### src/assert_macros.svh
// assertion macros for the hash map modules
// no dependencies
`ifndef ASSERT_MACROS_SVH
`define ASSERT_MACROS_SVH

// checked property, switched off while reset is high
`define CHM_ASSERT(label, clk, rst, prop) \
   label: assert property (@(posedge clk) disable iff (rst) prop) \
      else $error("hash map assertion failed");

// checked property, live during reset too
`define CHM_ASSERT_ALWAYS(label, clk, prop) \
   label: assert property (@(posedge clk) prop) \
      else $error("hash map assertion failed");

`endif

### src/chm_pkg.sv
// types and codes of the chained hash map
// no dependencies
package chm_pkg;

   localparam int OP_W     = 2;
   localparam int KEY_W    = 32;
   localparam int VAL_W    = 32;
   localparam int STATUS_W = 3;
   localparam int ENTRY_W  = 11;
   localparam int BKT_W    = 9;

   localparam logic [OP_W-1:0] OP_INSERT = 2'd0;
   localparam logic [OP_W-1:0] OP_SEARCH = 2'd1;
   localparam logic [OP_W-1:0] OP_DELETE = 2'd2;

   localparam logic [STATUS_W-1:0] ST_INSERTED = 3'd0;
   localparam logic [STATUS_W-1:0] ST_UPDATED  = 3'd1;
   localparam logic [STATUS_W-1:0] ST_FOUND    = 3'd2;
   localparam logic [STATUS_W-1:0] ST_NOTFOUND = 3'd3;
   localparam logic [STATUS_W-1:0] ST_DELETED  = 3'd4;
   localparam logic [STATUS_W-1:0] ST_FULL     = 3'd5;

   localparam logic [BKT_W-1:0] BUCKET_COUNT_RESET = 9'd251;

   typedef struct packed {
      logic [OP_W-1:0]  op;
      logic [KEY_W-1:0] key;
      logic [VAL_W-1:0] value;
      logic [BKT_W-1:0] bucket;
   } req_item_type;

endpackage

### src/chm_front.sv
// front end: takes requests, hashes the key by iterative modulo
// depends on chm_pkg
module chm_front import chm_pkg::*; #(
   parameter int MAX_BUCKETS = 256
) (
   input  logic               clock,
   input  logic               reset,
   input  logic               init_done,
   input  logic               req_tvalid,
   output logic               req_tready,
   input  logic [71:0]        req_tdata,
   input  logic               csr_valid,
   output logic               csr_ready,
   input  logic [BKT_W-1:0]   csr_data,
   output logic               q_valid,
   input  logic               q_ready,
   output req_item_type       q_item
);

   localparam logic [1:0] F_IDLE = 2'd0;
   localparam logic [1:0] F_DIV  = 2'd1;
   localparam logic [1:0] F_PUSH = 2'd2;

   logic [1:0]       state_ff, state_in;
   logic [BKT_W-1:0] bucket_count_ff;
   logic [OP_W-1:0]  op_ff;
   logic [KEY_W-1:0] key_ff;
   logic [VAL_W-1:0] value_ff;
   logic [KEY_W-1:0] mag_ff, mag_in;
   logic [BKT_W-1:0] rem_ff, rem_in;
   logic [BKT_W-1:0] div_ff, div_use;
   logic [2:0]       step_ff;
   logic             accept;

   assign csr_ready  = 1'b1;
   assign req_tready = init_done && (state_ff == F_IDLE);
   assign accept     = req_tvalid && req_tready;

   always_comb begin
      if (bucket_count_ff == '0) begin
         div_use = BKT_W'(1);
      end else if (32'(bucket_count_ff) > MAX_BUCKETS) begin
         div_use = BKT_W'(MAX_BUCKETS);
      end else begin
         div_use = bucket_count_ff;
      end
   end

   // four restoring remainder steps per cycle
   always_comb begin
      logic [BKT_W:0]   t;
      logic [BKT_W-1:0] r;
      logic [KEY_W-1:0] m;
      r = rem_ff;
      m = mag_ff;
      for (int i = 0; i < 4; i++) begin
         t = {r, m[KEY_W-1]};
         if (t >= {1'b0, div_ff}) begin
            t = t - {1'b0, div_ff};
         end
         r = t[BKT_W-1:0];
         m = {m[KEY_W-2:0], 1'b0};
      end
      rem_in = r;
      mag_in = m;
   end

   always_comb begin
      state_in = state_ff;
      unique case (state_ff)
         F_IDLE: begin
            if (accept) begin
               state_in = F_DIV;
            end
         end
         F_DIV: begin
            if (step_ff == 3'd7) begin
               state_in = F_PUSH;
            end
         end
         F_PUSH: begin
            if (q_ready) begin
               state_in = F_IDLE;
            end
         end
         default: state_in = F_IDLE;
      endcase
   end

   always_ff @(posedge clock) begin
      if (reset) begin
         state_ff        <= F_IDLE;
         bucket_count_ff <= BUCKET_COUNT_RESET;
         step_ff         <= '0;
      end else begin
         state_ff <= state_in;
         if (csr_valid) begin
            bucket_count_ff <= csr_data;
         end
         if (state_ff == F_DIV) begin
            step_ff <= step_ff + 3'd1;
         end else begin
            step_ff <= '0;
         end
      end
   end

   always_ff @(posedge clock) begin
      if (accept) begin
         op_ff    <= req_tdata[1:0];
         key_ff   <= req_tdata[33:2];
         value_ff <= req_tdata[65:34];
         div_ff   <= div_use;
         rem_ff   <= '0;
         mag_ff   <= req_tdata[33] ? (~req_tdata[33:2] + 32'd1) : req_tdata[33:2];
      end else if (state_ff == F_DIV) begin
         rem_ff <= rem_in;
         mag_ff <= mag_in;
      end
   end

   // negative key with a nonzero remainder folds back into range
   assign q_valid      = (state_ff == F_PUSH);
   assign q_item.op    = op_ff;
   assign q_item.key   = key_ff;
   assign q_item.value = value_ff;
   assign q_item.bucket = (key_ff[KEY_W-1] && (rem_ff != '0)) ? (div_ff - rem_ff) : rem_ff;

endmodule

### config.mk
export PLATFORM = sky130hd
export DESIGN_NAME = chm_front
export DESIGN_NICKNAME = d
export VERILOG_FILES = /design/src/assert_macros.svh /design/src/chm_pkg.sv /design/src/chm_front.sv
export SDC_FILE = /design/constraint.sdc
export NUM_CORES = 1
export LEC_CHECK = 0
export ABC_AREA = 0
export BUFFER_PORTS_ARGS = -buffer_cell sky130_fd_sc_hd__buf_2
export CAP_MARGIN = 10
export CORE_UTILIZATION = 50
export CTS_CLUSTER_DIAMETER = 120
export CTS_CLUSTER_SIZE = 28
export DETAILED_ROUTE_END_ITERATION = 8
export MAX_ROUTING_LAYER = met4
export PLACE_DENSITY_LB_ADDON = 0.08
export SKIP_CTS_REPAIR_TIMING = 1
export SLEW_MARGIN = 20
export SYNTH_ARGS = -nofsm -noshare
export SYNTH_HDL_FRONTEND = slang
export SYNTH_SLANG_ARGS = --single-unit
### constraint.sdc
create_clock -name clock -period 7.4 [get_ports clock]
set_input_delay 1.85 -clock clock [delete_from_list [all_inputs] [get_ports clock]]
set_output_delay 1.85 -clock clock [all_outputs]
set_load 0.05 [all_outputs]
== Word-level counts from Yosys, hierarchy flattened ==
Index checks and enable logic that the tools add are counted.

* Flip-flop bits (word level): 130
* Input bits: 87
* Output and inout port bits: 78

* Add/subtract/negate cells: 7
* $lt $le $gt $ge: 5
* Eq/ne operators: 6
* Muxes and demuxes: 13
* Bitwise logic cells: 2
* Reduce and logical (&&, ||, !) cells: 10

{| class="wikitable"
|+ Operator list
! cell !! count
|-
| $mux W32 || 3
|-
| $mux W9 || 6
|-
| $sub A9 B9 Y9 || 5
|-
| $ge A10 B9 Y1 || 4
|-
| $add A32 B1 Y32 const B || 1
|-
| $not A32 Y32 || 1
|-
| $gt A9 B9 Y1 const B || 1
|-
| $logic_not A9 Y1 || 1
|-
| $reduce_bool A9 Y1 || 1
|-
| $mux W2 || 3
|-
| $pmux W2 S3 || 1
|-
| $ne A2 B2 Y1 const B || 2
|-
| $reduce_or A2 Y1 || 2
|-
| $add A3 B1 Y3 const B || 1
|-
| $eq A3 B3 Y1 const B || 1
|-
| $logic_and A1 B1 Y1 || 3
|-
| $reduce_and A3 Y1 || 1
|-
| $eq A2 B1 Y1 const B || 1
|-
| $eq A2 B2 Y1 const B || 1
|-
| $logic_not A2 Y1 || 1
|-
| $ne A2 B1 Y1 const B || 1
|-
| $reduce_bool A2 Y1 || 1
|-
| $not A1 Y1 || 1
|}

== Longest topological paths before layout ==
* Depth after elaboration: 8
* Mapped depth: 38
* Mapped depth without buffers: 37

== Least setup slack after synthesis ==
Ideal clock, no wire load.

* Kind: register to register
* From: reg div_ff[1]
* To: reg rem_ff[8]
* Library setup time: 0.122 ns
* Data arrival time: 7.396 ns
* Required time: 7.278 ns
* Slack: -0.118 ns
* Cell stages (with the launch flop): 36
* Buffers on the path: 3
* Period minus slack after synthesis: 7.518 ns
* Cell sequence: edfxtp_1 -> inv_1 -> fa_1 -> nand3_1 -> a21oi_1 -> o31a_1 -> o21ai_0 -> a21boi_0 -> inv_1 -> fa_1 -> nand2b_1 -> a21oi_1 -> o211ai_1 -> o2111ai_2 -> buf_2 -> a21oi_1 -> fa_1 -> a21o_1 -> a21oi_1 -> o21a_1 -> o21ai_0 -> a21oi_1 -> nand2_1 -> buf_1 -> mux2i_1 -> fa_1 -> a21o_1 -> a21oi_1 -> nor2b_1 -> o21ai_0 -> a21oi_1 -> o22ai_1 -> o211ai_2 -> and2_0 -> clkbuf_1 -> a221o_1

* Word-level cells in the longest chain between the ends: 8
* Elaborated cells on any way between the ends: 12

{| class="wikitable"
|+ RTL lines
! what !! RTL line !! text
|-
| start: declaration || chm_front.sv:31 || <nowiki>logic [BKT_W-1:0] div_ff, div_use;</nowiki>
|-
| start signal: assignment || chm_front.sv:113 || <nowiki>div_ff <= div_use;</nowiki>
|-
| $sub A9 B9 Y9 or $ge A10 B9 Y1 (tied branches) || chm_front.sv:59, chm_front.sv:58 ||
|-
| $mux W9 || chm_front.sv:58 || <nowiki>if (t >= {1'b0, div_ff}) begin</nowiki>
|-
| $sub A9 B9 Y9 or $ge A10 B9 Y1 (tied branches) || chm_front.sv:59, chm_front.sv:58 ||
|-
| $mux W9 || chm_front.sv:58 ||
|-
| $sub A9 B9 Y9 or $ge A10 B9 Y1 (tied branches) || chm_front.sv:59, chm_front.sv:58 ||
|-
| $mux W9 || chm_front.sv:58 ||
|-
| $sub A9 B9 Y9 or $ge A10 B9 Y1 (tied branches) || chm_front.sv:59, chm_front.sv:58 ||
|-
| $mux W9 * || chm_front.sv:58 ||
|-
| end signal: assignment || chm_front.sv:117 || <nowiki>rem_ff <= rem_in;</nowiki>
|-
| end: declaration || chm_front.sv:30 || <nowiki>logic [BKT_W-1:0] rem_ff, rem_in;</nowiki>
|}

Every way passes the cells marked *; elsewhere a longest branch is shown, timed or not.
A chain may end at the register's enable or synchronous reset.

== Worst setup path in the final report ==
* From: reg mag_ff[31]
* To: reg rem_ff[6]

* Word-level cells in the longest chain between the ends: 8
* Elaborated cells on any way between the ends: 12

{| class="wikitable"
|+ RTL lines
! what !! RTL line !! text
|-
| start: declaration || chm_front.sv:29 || <nowiki>logic [KEY_W-1:0] mag_ff, mag_in;</nowiki>
|-
| start signal: assignment || chm_front.sv:115 || <nowiki>mag_ff <= req_tdata[33] ? (~req_tdata[33:2] + 32'd1) : req_tdata[33:2];</nowiki>
|-
| start signal: assignment || chm_front.sv:118 || <nowiki>mag_ff <= mag_in;</nowiki>
|-
| $sub A9 B9 Y9 or $ge A10 B9 Y1 (tied branches) || chm_front.sv:59, chm_front.sv:58 ||
|-
| $mux W9 * || chm_front.sv:58 ||
|-
| $sub A9 B9 Y9 or $ge A10 B9 Y1 (tied branches) || chm_front.sv:59, chm_front.sv:58 ||
|-
| $mux W9 * || chm_front.sv:58 ||
|-
| $sub A9 B9 Y9 or $ge A10 B9 Y1 (tied branches) || chm_front.sv:59, chm_front.sv:58 ||
|-
| $mux W9 * || chm_front.sv:58 ||
|-
| $sub A9 B9 Y9 or $ge A10 B9 Y1 (tied branches) || chm_front.sv:59, chm_front.sv:58 ||
|-
| $mux W9 * || chm_front.sv:58 ||
|}

Marks and branches as above.

==> flow_summary.ini <==
[sta]
period_needed_ns = 7.147
setup_viol = 0
setup_tns_ns = 0
slew_headroom = 0.2516
fin_crit_sh = 0.9658
skew_ns = 0.007247
worstMarginPinSlew_ns = 1.108
slew_viol_final = 0
whs_ns = 0.4359
fmax_mhz = 139.9
hold_viol = 0

[synth]
ys_seq_elements = 130
synth_top_family_by_area = compound AO/OA/AOI/OAI gates
synthMuxAreaShare = 0.02166
synth_area_per_cell_sq_um = 10.98
synth_edf_count = 107
synth-compound-area-share = 0.1513
async_flop_share = 0
synthAdderAreaFrac = 0.09722
synth-simple-area-share = 0.1197
synth.yosys.seq_area_share = 0.5008
syn_nets = 809
syn-instance-count = 668
ys_warn_count = 0
synthesis.area_sq_um = 7336
synth_flop_cell = edfxtp_1
synth.distinct_cells = 59
synthXorXnorAreaFrac = 0.07283

[placed_design]
dp.cells = 1072
dpl.hpwl_microns = 13730
port_buffers = 157
gp_congestion = 0.8904

[critical_path]
crit_type = reg2reg
worstPathRequired_ns = 7.69
reg2reg_depth = 36
rrSetupSlack_ns = 0.25
end_kind = flop
cp-start-kind = flop
critical-path-max-stage-delay_ns = 0.42
arrival_ns = 7.44
cp_slowest_cell = fa_1
reg2reg_to = rem_ff[6]
critPathMaxFanout = 9
r2r_start = mag_ff[31]

[grt]
grt_max_degree = 78
grt_pass1_vias = 5776
antenna_found_initial = 1
grt_pass1_wl_microns = 27770
track_usage = 0.2508
overflow = 0

[drt]
drc_errors = 0
first_iter_violations = 344
wl_per_cell_microns = 16.65
dr.pass1.iters = 4
viasPerCell = 5.382
ant_nets = 0
num_vias = 5979
totalWireLength_microns = 18490

[clocking]
cts_tree = done
path_clk_slew_ns = 0.06
cts_max_path_buffers = 2
htree_levels = 4
clock-sinks = 130
insertion_delay_ns = 0.42
cts_root_buffer = clkbuf_16
numCtsBuffers = 17

[die]
rows = 43
dieHeight_microns = 123.1
core_sq_um = 14100
pin_count = 165
start_util = 0.5204
die_area_sq_um = 15160
die_w_microns = 123.1

[final_layout]
area_delta_synth_final_pct = 32.41
instances_no_fill = 1111
drive_gt1_frac = 0.3495
final_util = 0.6891
nets = 1058

[min_path]
min_from = step_ff[0]
hold_depth = 1
hold_class = reg2reg
holdPathEnd = step_ff[0]

[run]
maxCapViolations = 0

[run_status]
status = complete, no violations
-- layout make-up --
cell class | count | area, sq um
fillers | 1105 | 4383
flip-flops and latches | 130 | 3674
diodes | 1 | 2.502
repair buffers | 248 | 1476
clock buffers | 17 | 425.4
inverters | 46 | 173.9
multi-input cells | 474 | 3546
well taps | 180 | 225.2
clock inverters | 15 | 190.2
-- sequential cells by signal (all words and copies together), names as in the netlist --
signal	cells
bucket_count_ff	9
div_ff	9
key_ff	32
mag_ff	32
op_ff	2
rem_ff	9
state_ff	2
step_ff	3
value_ff	32
-- worst max-delay path: cells and delay by family (launching register included) --
family | cells | cell delay (ns)
adder cells (fa/ha/maj) | 5 | 1.58
buffers and inverters | 8 | 1.05
AO/OA/AOI/OAI | 16 | 2.76
flip-flops | 1 | 0.39
AND/OR/NAND/NOR | 5 | 0.55
multiplexers | 2 | 0.69
-- logic make-up (layout without fill, tap and decap cells) --
family | after synthesis | count (layout)
and+or+nand+nor | 173 | 173
AOI/OAI and AO/OA | 169 | 170
DFF | 130 | 130
buffers and inverters | 65 | 326
xor gates and xnor gates | 61 | 61
adders and majority gates | 54 | 54
muxes | 15 | 15
other | 1 | 2
-- per-stage QoR --
stage,setup WS (ns),cell area (sq um)
floorplan,0.01893,7342
finish,0.2528,9713
detailed placement,-0.2176,8909
global placement,-0.07792,8909
global route,-0.01965,9713
CTS,-0.2625,9524
-- worst max-delay path by stage --
stage | startpoint | to | slack (ns) | depth (start not counted)
6_report | mag_ff[31] | rem_ff[6] | 0.25 | 36
2_1_floorplan | div_ff[0] | rem_ff[8] | 0.02 | 36
3_5_place_dp | mag_ff[31] | rem_ff[8] | -0.22 | 34
5_1_grt | mag_ff[31] | rem_ff[6] | -0.02 | 37
3_3_place_gp | mag_ff[31] | rem_ff[8] | -0.08 | 34
4_1_cts | mag_ff[31] | rem_ff[8] | -0.26 | 34
-- routing by layer --
metal	global-route usage	up-vias	part of all wire
met5	-	-	0
met4	0.05572	0	0.014
met3	0.06135	19	0.049
met2	0.4347	159	0.52
met1	0.2938	2842	0.41
li1	-	2959	-
-- layout by cell type (no fill, tap or decap), types with 16 or more instances in the layout --
cell type / netlist / final
dfxtp_1: 23 / 23
inv_1: 46 / 44
buf_2: 1 / 157
nand2_1: 51 / 47
o21ai_0: 58 / 54
xnor2_1: 21 / 21
nor2b_1: 16 / 16
a21oi_1: 34 / 27
clkbuf_16: 0 / 17
buf_4: 3 / 89
xor2_1: 40 / 40
nor2_1: 37 / 35
edfxtp_1: 107 / 107
ha_1: 49 / 49
-- Yosys cell counts, drive strengths merged, types with 13 or more instances --
cell	count	area (sq um)
a21o	14	105.1
a21oi	34	170.2
clkbuf	13	48.80
dfxtp	23	460.4
edfxtp	107	3213
ha	49	613.1
inv	46	172.7
nand2	51	191.4
nor2	37	138.9
nor2b	16	100.1
o21ai	60	300.3
xnor2	21	183.9
xor2	40	350.3
Power is not shown: default switching activity piles up to over one toggle a cycle in this logic, so the estimate is an artifact.
