[config.mk]
export PLATFORM = sky130hd
export DESIGN_NAME = chm_queue
export DESIGN_NICKNAME = d
export VERILOG_FILES = /design/src/assert_macros.svh /design/src/chm_pkg.sv /design/src/chm_queue.sv
export SDC_FILE = /design/constraint.sdc
export NUM_CORES = 1
export LEC_CHECK = 0
export BUFFER_PORTS_ARGS = -buffer_cell sky130_fd_sc_hd__buf_2
export CAP_MARGIN = 20
export CORE_MARGIN = 3
export CORE_UTILIZATION = 45
export DETAILED_ROUTE_END_ITERATION = 8
export PLACE_DENSITY_LB_ADDON = 0.25
export REMOVE_ABC_BUFFERS = 1
export SLEW_MARGIN = 10
export SYNTH_ARGS = -nofsm -noshare
export SYNTH_HDL_FRONTEND = slang
export SYNTH_SLANG_ARGS = --single-unit
[constraint.sdc]
create_clock -name clock -period 6.19 [get_ports clock]
set_clock_uncertainty 0.1 [all_clocks]
set_input_delay 0.619 -clock clock [delete_from_list [all_inputs] [get_ports clock]]
set_output_delay 0.619 -clock clock [all_outputs]
set_load 0.01 [all_outputs]
[src/assert_macros.svh]
// assertion macros for the hash map modules
// no dependencies
`ifndef ASSERT_MACROS_SVH
`define ASSERT_MACROS_SVH

// checked property, switched off while reset is high
`define CHM_ASSERT(label, clk, rst, prop) \
   label: assert property (@(posedge clk) disable iff (rst) prop) \
      else $error("hash map assertion failed");

// checked property, live during reset too
`define CHM_ASSERT_ALWAYS(label, clk, prop) \
   label: assert property (@(posedge clk) prop) \
      else $error("hash map assertion failed");

`endif

[src/chm_pkg.sv]
// types and codes of the chained hash map
// no dependencies
package chm_pkg;

   localparam int OP_W     = 2;
   localparam int KEY_W    = 32;
   localparam int VAL_W    = 32;
   localparam int STATUS_W = 3;
   localparam int ENTRY_W  = 11;
   localparam int BKT_W    = 9;

   localparam logic [OP_W-1:0] OP_INSERT = 2'd0;
   localparam logic [OP_W-1:0] OP_SEARCH = 2'd1;
   localparam logic [OP_W-1:0] OP_DELETE = 2'd2;

   localparam logic [STATUS_W-1:0] ST_INSERTED = 3'd0;
   localparam logic [STATUS_W-1:0] ST_UPDATED  = 3'd1;
   localparam logic [STATUS_W-1:0] ST_FOUND    = 3'd2;
   localparam logic [STATUS_W-1:0] ST_NOTFOUND = 3'd3;
   localparam logic [STATUS_W-1:0] ST_DELETED  = 3'd4;
   localparam logic [STATUS_W-1:0] ST_FULL     = 3'd5;

   localparam logic [BKT_W-1:0] BUCKET_COUNT_RESET = 9'd251;

   typedef struct packed {
      logic [OP_W-1:0]  op;
      logic [KEY_W-1:0] key;
      logic [VAL_W-1:0] value;
      logic [BKT_W-1:0] bucket;
   } req_item_type;

endpackage

[src/chm_queue.sv]
// two-entry queue between hash front end and chain engine
// depends on chm_pkg
module chm_queue import chm_pkg::*; (
   input  logic         clock,
   input  logic         reset,
   input  logic         in_valid,
   output logic         in_ready,
   input  req_item_type in_item,
   output logic         out_valid,
   input  logic         out_ready,
   output req_item_type out_item
);

   req_item_type mem_ff [2];
   logic         wr_ff, rd_ff;
   logic [1:0]   cnt_ff;
   logic         push, pop;

   assign in_ready  = (cnt_ff != 2'd2);
   assign out_valid = (cnt_ff != 2'd0);
   assign push      = in_valid && in_ready;
   assign pop       = out_valid && out_ready;
   assign out_item  = mem_ff[rd_ff];

   always_ff @(posedge clock) begin
      if (reset) begin
         wr_ff  <= 1'b0;
         rd_ff  <= 1'b0;
         cnt_ff <= '0;
      end else begin
         if (push) begin
            wr_ff <= ~wr_ff;
         end
         if (pop) begin
            rd_ff <= ~rd_ff;
         end
         cnt_ff <= cnt_ff + 2'(push) - 2'(pop);
      end
   end

   always_ff @(posedge clock) begin
      if (push) begin
         mem_ff[wr_ff] <= in_item;
      end
   end

endmodule

# Word level (Yosys, flattened, before mapping)
# Memories as Yosys holds them, arrays and structs flattened. A register that Yosys moved wholly into a read port is not among the register bits.
# Index checks and enable logic that the tools add are counted.
[totals] regBits=4 ram_bits=150 inputBits=79 output_inout_bits=77 wordCells=16 mem_count=1
[memory_table] memory="mem_ff" words=2 word_bits=75 read_ports=1 rd_ports_with_merged_regs=1 write_ports=1 line_no="chm_queue.sv:14" text="req_item_type mem_ff [2];"
[op_classes] add_sub_neg=2 eq_ne=1 mux=4 n_bitwise=2 n_reduce_logical=3
[ops] op="two-way mux 1 bit" n=4
[ops] op="adder 2 x 1 -> 2 bit" n=1
[ops] op="logical AND 1 bit" n=2
[ops] op="inequality test 2 bit (second input constant)" n=1
[ops] op="inverter 1 bit" n=2
[ops] op="nonzero test 2 bit" n=1
[ops] op="subtractor 2 x 1 -> 2 bit" n=1

# Longest topological paths before layout
# Gate-level depths: netlist of run 1.
[logic_depth] ltp_word=4 ltp_mapped=8 mapped_depth_nobuf=8

# Least setup slack after synthesis of run 1
# Ideal clock, no wire load.
[synth_path] path_kind="input -> register" from="input in_valid" to="memory mem_ff[0][0] (netlist bit), enable pin" setup_time_ns=0.509 arrival_time_ns=3.833 required_ns=5.581 slack_ns=1.749 path_stages=2 n_path_buf=0 path_cell_list="nand2_1 > nor2_1"
[synth_via] elab_chain_cells=3
[synth_rtl] item="from (decl)" line_no="chm_queue.sv:6" text="input logic in_valid,"
[synth_rtl] item="logical AND 1 bit" line_no="chm_queue.sv:21" text="assign push = in_valid && in_ready;"
[synth_rtl] item="two-way mux 1 bit" line_no="chm_queue.sv:42" text="if (push) begin"
[synth_rtl] item="two-way mux 1 bit (implied by the code)" line_no="chm_queue.sv:43" text="mem_ff[wr_ff] <= in_item;"
[synth_rtl] item="to (decl)" line_no="chm_queue.sv:14"
# Every way passes these cells.

==> impl_summary.md, run 1 <==
Outcome
The flow ran to the end, and the final reports show no timing, DRC or antenna violations.

Drt
In this run the remaining antenna-violating nets after routing total 0. The residual DRC count is 0. The detailed router finished its first iteration with approximately 250 violations.

The total length of routed wires is around 10 mm. The first-pass iteration count of the detailed router is 4. The ratio of routed vias to standard cells is between 4 and 5. The detailed router placed between 2000 and 3000 vias in this run. After detailed routing, the average wire length per cell comes to ~16 um.

Timing
For the pin with the worst max-slew slack, the measured transition is 1.06 ns. In the finished design, the share of the clock period the worst path needs comes to roughly half. The final count of pins violating max slew is 0. Once routing completed, OpenROAD measured the worst setup slack at 3.07 ns. The tightest hold path in the finished design has a slack of between 0.2 and 0.3 ns. Setup repair after global routing left no endpoint under its margin. After layout, the minimum clock period comes to 3.12 ns. The total count of hold-check failures in the final report is 0. The worst max-slew margin expressed relative to the limit is between 20% and 30%.

The setup TNS is 0 ns. Setup violations remaining at the end of the flow were counted as 0. The maximum operating frequency is approximately 0.32 GHz.

Floorplan
The die covers between 0.01 and 0.015 mm2. In this run the core area contains between 40 and 50 standard-cell rows. The area of the core region is between 0.01 and 0.015 mm2.

In this run the count of I/O pins placed on the die edge is around 160. The initial cell density of the core is between 40% and 50%. The x dimension of the die is about 120 um. The floorplan step set the die height to 120 um.

Placement
The post-detailed-placement cell area is between 0.006 and 0.007 mm2. Counting tap cells, the placed design contains a total of 578 instances. The post-place setup slack is 3.48 ns. The detailed placement HPWL is ~6.4 mm.

Input and output buffers added on the ports amount to 155. The final weighted congestion of routability-driven global placement is between 0.6 and 0.7.

Setup path
Along the worst path, the maximum fanout reaches 55. The slowest stage of the critical path belongs to the cell sky130_fd_sc_hd__buf_4. The kind of start point of the critical path is a flop. Among cell families on the critical path, the largest total delay comes from buffers and inverters. At the worst endpoint, the arrival time is between 2 and 2.5 ns. The endpoint identified for the worst register-to-register timing path is mem_ff[0][46]$_DFFE_PP_. The worst setup path is captured at a primary output.

The startpoint of the most critical register-to-register path is cnt_ff[0]$_SDFF_PP0_. The path type of the worst setup path is flop to primary output. The setup slack on the worst flop-to-flop path is between 4 and 5 ns. The worst path buffer plus inverter count is 2. For the worst flop-to-flop path, the logic depth is 4. The worst endpoint required time is roughly 5.5 ns. The delay of the slowest cell on the worst path is roughly 0.75 ns. Traced cell by cell, the critical path runs through buf_4 -> mux2_2 -> buf_2.

Flow run
The count of max-cap constraint violations is 0.

Cells and area
After filler insertion, the fill cell instance count of the layout stands at between 1000 and 1500. The filler-free cell count of the finished design is approximately 600. Cells fill between 50% and 60% of the core in the end. The final antenna diode count is 0. From synthesis to final layout, the design area changed by 26.6%. Cells with a size suffix above 1 make up around three fifths of the layout. Registers take between 0.004 and 0.005 mm2. The finished cells cover ~0.0074 mm2. In the final layout, the multi-input gates occupy around 0.0012 mm2. At the end of the flow, the number of nets in the layout was around 500.

GRT
The wire length of the first global-routing pass is 15.3 mm. For this run, the total global-route usage over all layers was measured as approximately 14%. The via count of the first global-routing pass was ~3100. Entering global routing, the biggest net connects between 70 and 80 pins.

The number of antenna violations at the first check in global routing was 0. After global routing the overflow that remains totals 0.

Clocking
The register clock-pin slew on the reported worst setup and hold paths is roughly 0.060 ns. The clock tree from TritonCTS is done. The deepest clock path buffer count is 2. The clock sink total is roughly 160. The cell sitting at the root of the clock tree is a sky130_fd_sc_hd__clkbuf_16. The maximum level of the CTS H-tree is 4. The number of buffers added by the clock tree synthesis step is 17. The clock latency on the worst-skew pair is a little over 0.4 ns. Buffers added to address setup during post-CTS repair amount to 0. In this run, post-CTS repair resized a total of 0 instances.

The quantity of hold-fixing buffers added after cts is 0.

Logic synthesis
The synthesized netlist contains 17 unique library cells. The part of the Yosys area used for sequential elements is approximately 79%. The post-synthesis simple-gate area fraction is less than 1%. Measured against the total synthesized area, the mux share comes to around 18%.

Sorting the synthesized cells by area gives the leading types as sky130_fd_sc_hd__edfxtp_1 (77%), sky130_fd_sc_hd__mux2_4 (13%), sky130_fd_sc_hd__mux2_2 (5.0%). The most instantiated library cell after synthesis is sky130_fd_sc_hd__edfxtp_1. In this run, synthesis inferred 150 flip-flops with an integrated enable. The synthesized netlist devotes less than 1% of its cell area to compound gates. The instance count of the mapped netlist is around 260. The parity-gate share of the synthesized area counting xor and xnor cells is less than 1%. The flip-flop cell with the highest count after synthesis is sky130_fd_sc_hd__edfxtp_1. A synthesized cell averages 22.7 um2. The number of register bits inferred by synthesis is around 160. The share of flip-flops with an asynchronous set or reset is 0%. Summed over its instances, the top area cell type makes up about 77% of the synthesized netlist area.

The Yosys step of the flow raised 0 warnings. The post-synthesis instance area is 0.00584 mm2. The synthesized design spends more area on one cell type than any other, namely sky130_fd_sc_hd__edfxtp_1. By area, the combinational part of the netlist is dominated by multiplexers. After Yosys synthesis, full adders, half adders and majority gates account for less than 1% of the synthesized area. Sorting the synthesized cells by how often they occur yields sky130_fd_sc_hd__edfxtp_1 (150), sky130_fd_sc_hd__mux2_4 (50), sky130_fd_sc_hd__mux2_2 (26).

Hold path
For hold timing, the worst endpoint is mem_ff[0][50]$_DFFE_PP_. The launch instance of the worst min-delay path is in_item[50]. The type of the tightest min-delay check is primary input to flop. Counting instances, the worst hold path has a depth of 1.

Power
Power spread over the standard cell area amounts to between 400 and 500 mW/mm2. The design draws around 3.1 mW. The worst-case IR drop observed on VDD is between 0.2 and 0.3 mV. The leakage power is between 2 and 3 nW.
-- power breakdown --
| group | switching (mW) | leakage [nW] | internal, mW |
|---|---|---|---|
| clock | 0.371 | 0.297 | 0.675 |
| combinational | 0.345 | 1.14 | 0.363 |
| sequential | 0.0569 | 1.44 | 1.32 |
-- flip-flops by register name (all words and copies together), names as in the netlist, named ones only --
name    count
mem_ff    150
cnt_ff      2
rd_ff       1
wr_ff       1
-- routing by layer --
metal,GRT usage (%),wire length [um],vias up
li1,-,-,1349
met1,16.1,4050,1428
met2,23.6,5030,109
met3,5.75,820,12
met4,6.87,154,0
met5,0,0,-
-- how the worst max path moves through the flow --
stage | slack [ns] | from | endpoint | depth (start not counted)
finish | 3.07 | flop | out_item[18] | 3
global route | 2.95 | flop | out_item[5] | 3
CTS | 3.03 | flop | out_item[14] | 3
detailed placement | 3.48 | flop | out_item[14] | 3
global placement | 3.51 | flop | out_item[21] | 3
floorplan | 1.75 | in_valid | mem_ff[0][0]$_DFFE_PP_ | 2
-- logic make-up after synthesis --
kind of cell               Yosys count
AOI/OAI and AO/OA                    1
xor gates and xnor gates             3
adders and majority gates            2
buffers and inverters                9
DFF                                155
muxes                               76
and+or+nand+nor                     11
-- final cells by class --
| class | instances | share of cell area [%] |
|---|---|---|
| sequential | 155 | 62.3 |
| multi-input combinational | 93 | 15.8 |
| timing repair buffer | 157 | 10.7 |
| clock buffer | 25 | 6.70 |
| tap | 172 | 2.91 |
| clock inverter | 7 | 1.52 |
| inverter | 1 | 0.0507 |
-- layout by cell type, fill, tap and decap left out --
master,instances
sky130_fd_sc_hd__buf_2,155
sky130_fd_sc_hd__xnor2_1,2
sky130_fd_sc_hd__clkbuf_8,4
sky130_fd_sc_hd__and3_4,1
sky130_fd_sc_hd__nor2_4,1
sky130_fd_sc_hd__bufinv_16,3
sky130_fd_sc_hd__dfxtp_1,4
sky130_fd_sc_hd__mux2_4,50
sky130_fd_sc_hd__buf_4,2
sky130_fd_sc_hd__nor2_1,4
sky130_fd_sc_hd__dfxtp_4,1
sky130_fd_sc_hd__or2_2,1
sky130_fd_sc_hd__clkbuf_1,4
sky130_fd_sc_hd__mux2_2,26
sky130_fd_sc_hd__clkinvlp_4,1
sky130_fd_sc_hd__inv_1,1
sky130_fd_sc_hd__ha_1,2
sky130_fd_sc_hd__nand2b_2,1
sky130_fd_sc_hd__edfxtp_1,150
sky130_fd_sc_hd__nor2b_1,2
sky130_fd_sc_hd__o21a_1,1
sky130_fd_sc_hd__xor2_1,1
sky130_fd_sc_hd__clkbuf_16,17
sky130_fd_sc_hd__clkinv_2,3
sky130_fd_sc_hd__nand2_1,1
No activity file was read; power rests on OpenSTA's default activity.
==> run 2, diff against run 1 <==
- clock period: 6.19 -> 2.9 ns (I/O delays scaled with it)
==> run 2 against run 1 <==
Worst setup slack worse by 2.3 ns; register-to-register slack worse by 3.1 ns; first-iteration DRC count rose by 1.6%; global-route usage up 1.4 points; total power grew 110%; count of clock-buffer cells in the layout down 6; non-clock buffer count is 79 higher; via count grew 9.4%; critical path type unchanged; critical endpoint is now out_item[21].
==> impl_summary.md, run 2 (synthesized netlist as in run 1, its figures left out) <==
Outcome
The flow ran to the end, and the final reports show no timing, DRC or antenna violations.

Setup path
The kind of start point of the critical path is a flop. The worst endpoint required time is about 2.5 ns. The worst register-to-register path begins at cnt_ff[0]$_SDFF_PP0_. The cell depth of the worst flop-to-flop path is 3. The maximum net fanout on the critical path is 33. Data on the critical path arrives at its endpoint at roughly 1.8 ns.

STA classifies the critical path endpoint as a primary output. The path type of the worst setup path is flop to primary output. The endpoint identified for the worst register-to-register timing path is mem_ff[1][49]$_DFFE_PP_.

The setup slack on the worst flop-to-flop path is between 1 and 1.5 ns.

GRT
The via count of the first global-routing pass is 3396. The wire length of the first global-routing pass is around 17 mm. Entering global routing, the biggest net connects 43 pins.

For this run, the total global-route usage over all layers was measured as roughly 16%. The total overflow reported by the global router is 0. The number of antenna violations at the first check in global routing came to 0.

Hold path
The launch instance of the worst min-delay path is out_ready. The worst hold path belongs to the class primary input to flop. The worst hold path was traced through 4 stages. The end of the worst hold path is rd_ff$_SDFFE_PP0P_.

Clocking
The count of buffers added by post-CTS timing repair for setup is 0. The maximum level of the CTS H-tree is 4. The clock root buffer master is sky130_fd_sc_hd__clkbuf_16. For this design, the sink count on the clock tree is 155.

After clock tree synthesis, the clock-pin slew on the worst setup and hold paths is ~0.060 ns. The clock passes through at most 2 buffers. The number of buffers added by the clock tree synthesis step is 17.

Gates resized during post-CTS repair numbered 0. After clock tree synthesis, the flow added hold-fix buffers numbering 76. The clock tree from TritonCTS is done.

The later pin in the worst-skew pair is clocked with a latency of 0.41 ns.

Placement
In this run the tool buffered the top-level ports with approximately 160 buffer cells. After legalization and detailed placement, the total HPWL measured 6.49 mm. Counting tap cells, the placed design contains a total of just under 600 instances. The final weighted congestion of routability-driven global placement is about 0.72. The post-detailed-placement cell area is approximately 0.0068 mm2.

Cells and area
Cells with a size suffix above 1 make up between 50% and 60% of the layout. Leaving out fill and tap cells, the most frequent cell in the layout is sky130_fd_sc_hd__buf_2. The net count reported at finish is between 500 and 600.

The layout overhead on the synthesized area is 39.2%. The fill cell total of the finished layout is ~900. The number of flip-flops under the largest register name is 150. In the layout the commonest cells are sky130_fd_sc_hd__buf_2 (155), sky130_fd_sc_hd__edfxtp_1 (150), sky130_fd_sc_hd__dlygate4sd3_1 (76). The filler-free cell count of the finished design is between 600 and 700. More flip-flops sit in one register than any other, and that register is mem_ff. The repair_antennas step left the layout with diodes totalling 0. In the final layout, the registers with the most flip-flops are mem_ff x150, cnt_ff x2. The finished cells cover 0.00814 mm2.

Drt
The average detailed-routed wire length per instance is roughly 15 um. The ratio of routed vias to standard cells is ~4.6. The total number of vias is approximately 3200. The starting DRC count in detailed routing is 250. The first-pass iteration count of the detailed router is 5. The remaining antenna violation count after routing is 0. In the routed design, unresolved DRC markers number 0. The total length of routed wires is between 10 and 15 mm.

Timing
The worst max-slew margin expressed relative to the limit is a little under two thirds. Setup repair after global routing left no endpoint under its margin. The slew at the pin closest to its max-slew limit is between 0.5 and 0.6 ns. The post-route clock period utilization is between 70 and 80%. The total count of hold-check failures in the final report is 0. The routed design could run at a clock period as short as roughly 2.2 ns. Static timing analysis puts the maximum clock frequency at approximately 0.46 GHz. The final count of pins violating max slew is 0. The final number of setup-violating endpoints is 0.

Power
Dividing total power by cell area gives a power density of a little over 800 mW/mm2. The leakage power is 3.18 nW. The switching part of the total power is 25.4%. The fraction of power consumed by sequential logic is between 40% and 50%.

The power spent charging and discharging nets is 1.67 mW. The maximum resistive drop on vdd is between 0.5 and 0.6 mV. Cell internal power was estimated by the tool at 4.92 mW. The overall power after layout is roughly 6.6 mW. The fraction of power consumed by the clock network is about 31%.

Per report_power, the combinational group accounts for around 25% of the total.

Flow run
The count of max-cap constraint violations is 0.

Floorplan
The floorplan has 41 rows. The number of ports placed on the die boundary is ~160. The initial utilization of the core area, before any placement, comes to ~46%. The die height is 120 um. The floorplan die area is around 0.014 mm2. The area of the core region is between 0.01 and 0.015 mm2.

The x dimension of the die is roughly 120 um.
## run 2: through the flow
step	utilization [%]	setup WS, ns	hold WS, ns	TNS [ns]
finish	64.2	0.727	0.230	0
global route	64.2	0.632	0.224	0
CTS	64.2	0.694	0.207	0
detailed placement	54.0	1.07	0.381	0
global placement	54.0	1.11	0.379	0
floorplan	-	-1.44	0.262	-148.28
## run 2: how the worst max path moves through the flow
| stage | startpoint | end | slack (ns) |
|---|---|---|---|
| after floorplan | cnt_ff[0]$_SDFF_PP0_ | mem_ff[0][0]$_DFFE_PP_ | -1.44 |
| after global placement | cnt_ff[0]$_SDFF_PP0_ | mem_ff[1][67]$_DFFE_PP_ | 1.11 |
| after detailed placement | cnt_ff[0]$_SDFF_PP0_ | mem_ff[1][67]$_DFFE_PP_ | 1.07 |
| after CTS | flop | out_item[21] | 0.69 |
| after global routing | flop | out_item[15] | 0.63 |
| final | flop | out_item[21] | 0.73 |
## run 2: layer usage
metal,vias to the layer above,GRT usage (%),part of all wire (%),routed length [um]
met5,-,0,0,0
met2,115,24.8,50,5280
met4,0,8.09,2.0,212
li1,1511,-,-,-
met1,1527,19.4,42,4400
met3,16,4.76,6.5,687
## run 2: final cells by class
type / instances / area, um2 / area share [%]
flip-flops and latches: 155 / 4610 / 56.6
multi-input cells: 93 / 1170 / 14.4
clock buffers: 19 / 433 / 5.32
inverters: 1 / 3.75 / 0.0461
repair buffers: 236 / 1600 / 19.7
clock inverters: 12 / 106 / 1.31
well taps: 172 / 215 / 2.64
## run 2: worst max-delay path: stages, from the launching register on
cell and delay (ns):
sky130_fd_sc_hd__dfxtp_4 0.35, sky130_fd_sc_hd__buf_4 0.44, sky130_fd_sc_hd__mux2_2 0.40, sky130_fd_sc_hd__buf_2 0.14
## run 2: power by group through the flow
stage | combinational [mW] | clock (mW) | sequential [mW]
4_1_cts | 1.69 | 2.08 | 2.90
6_report | 1.66 | 2.03 | 2.90
5_1_grt | 1.79 | 2.18 | 2.93
3_5_place_dp | 1.61 | 0 | 2.95
3_3_place_gp | 1.59 | 0 | 2.93
2_1_floorplan | 0.983 | 0 | 3.07
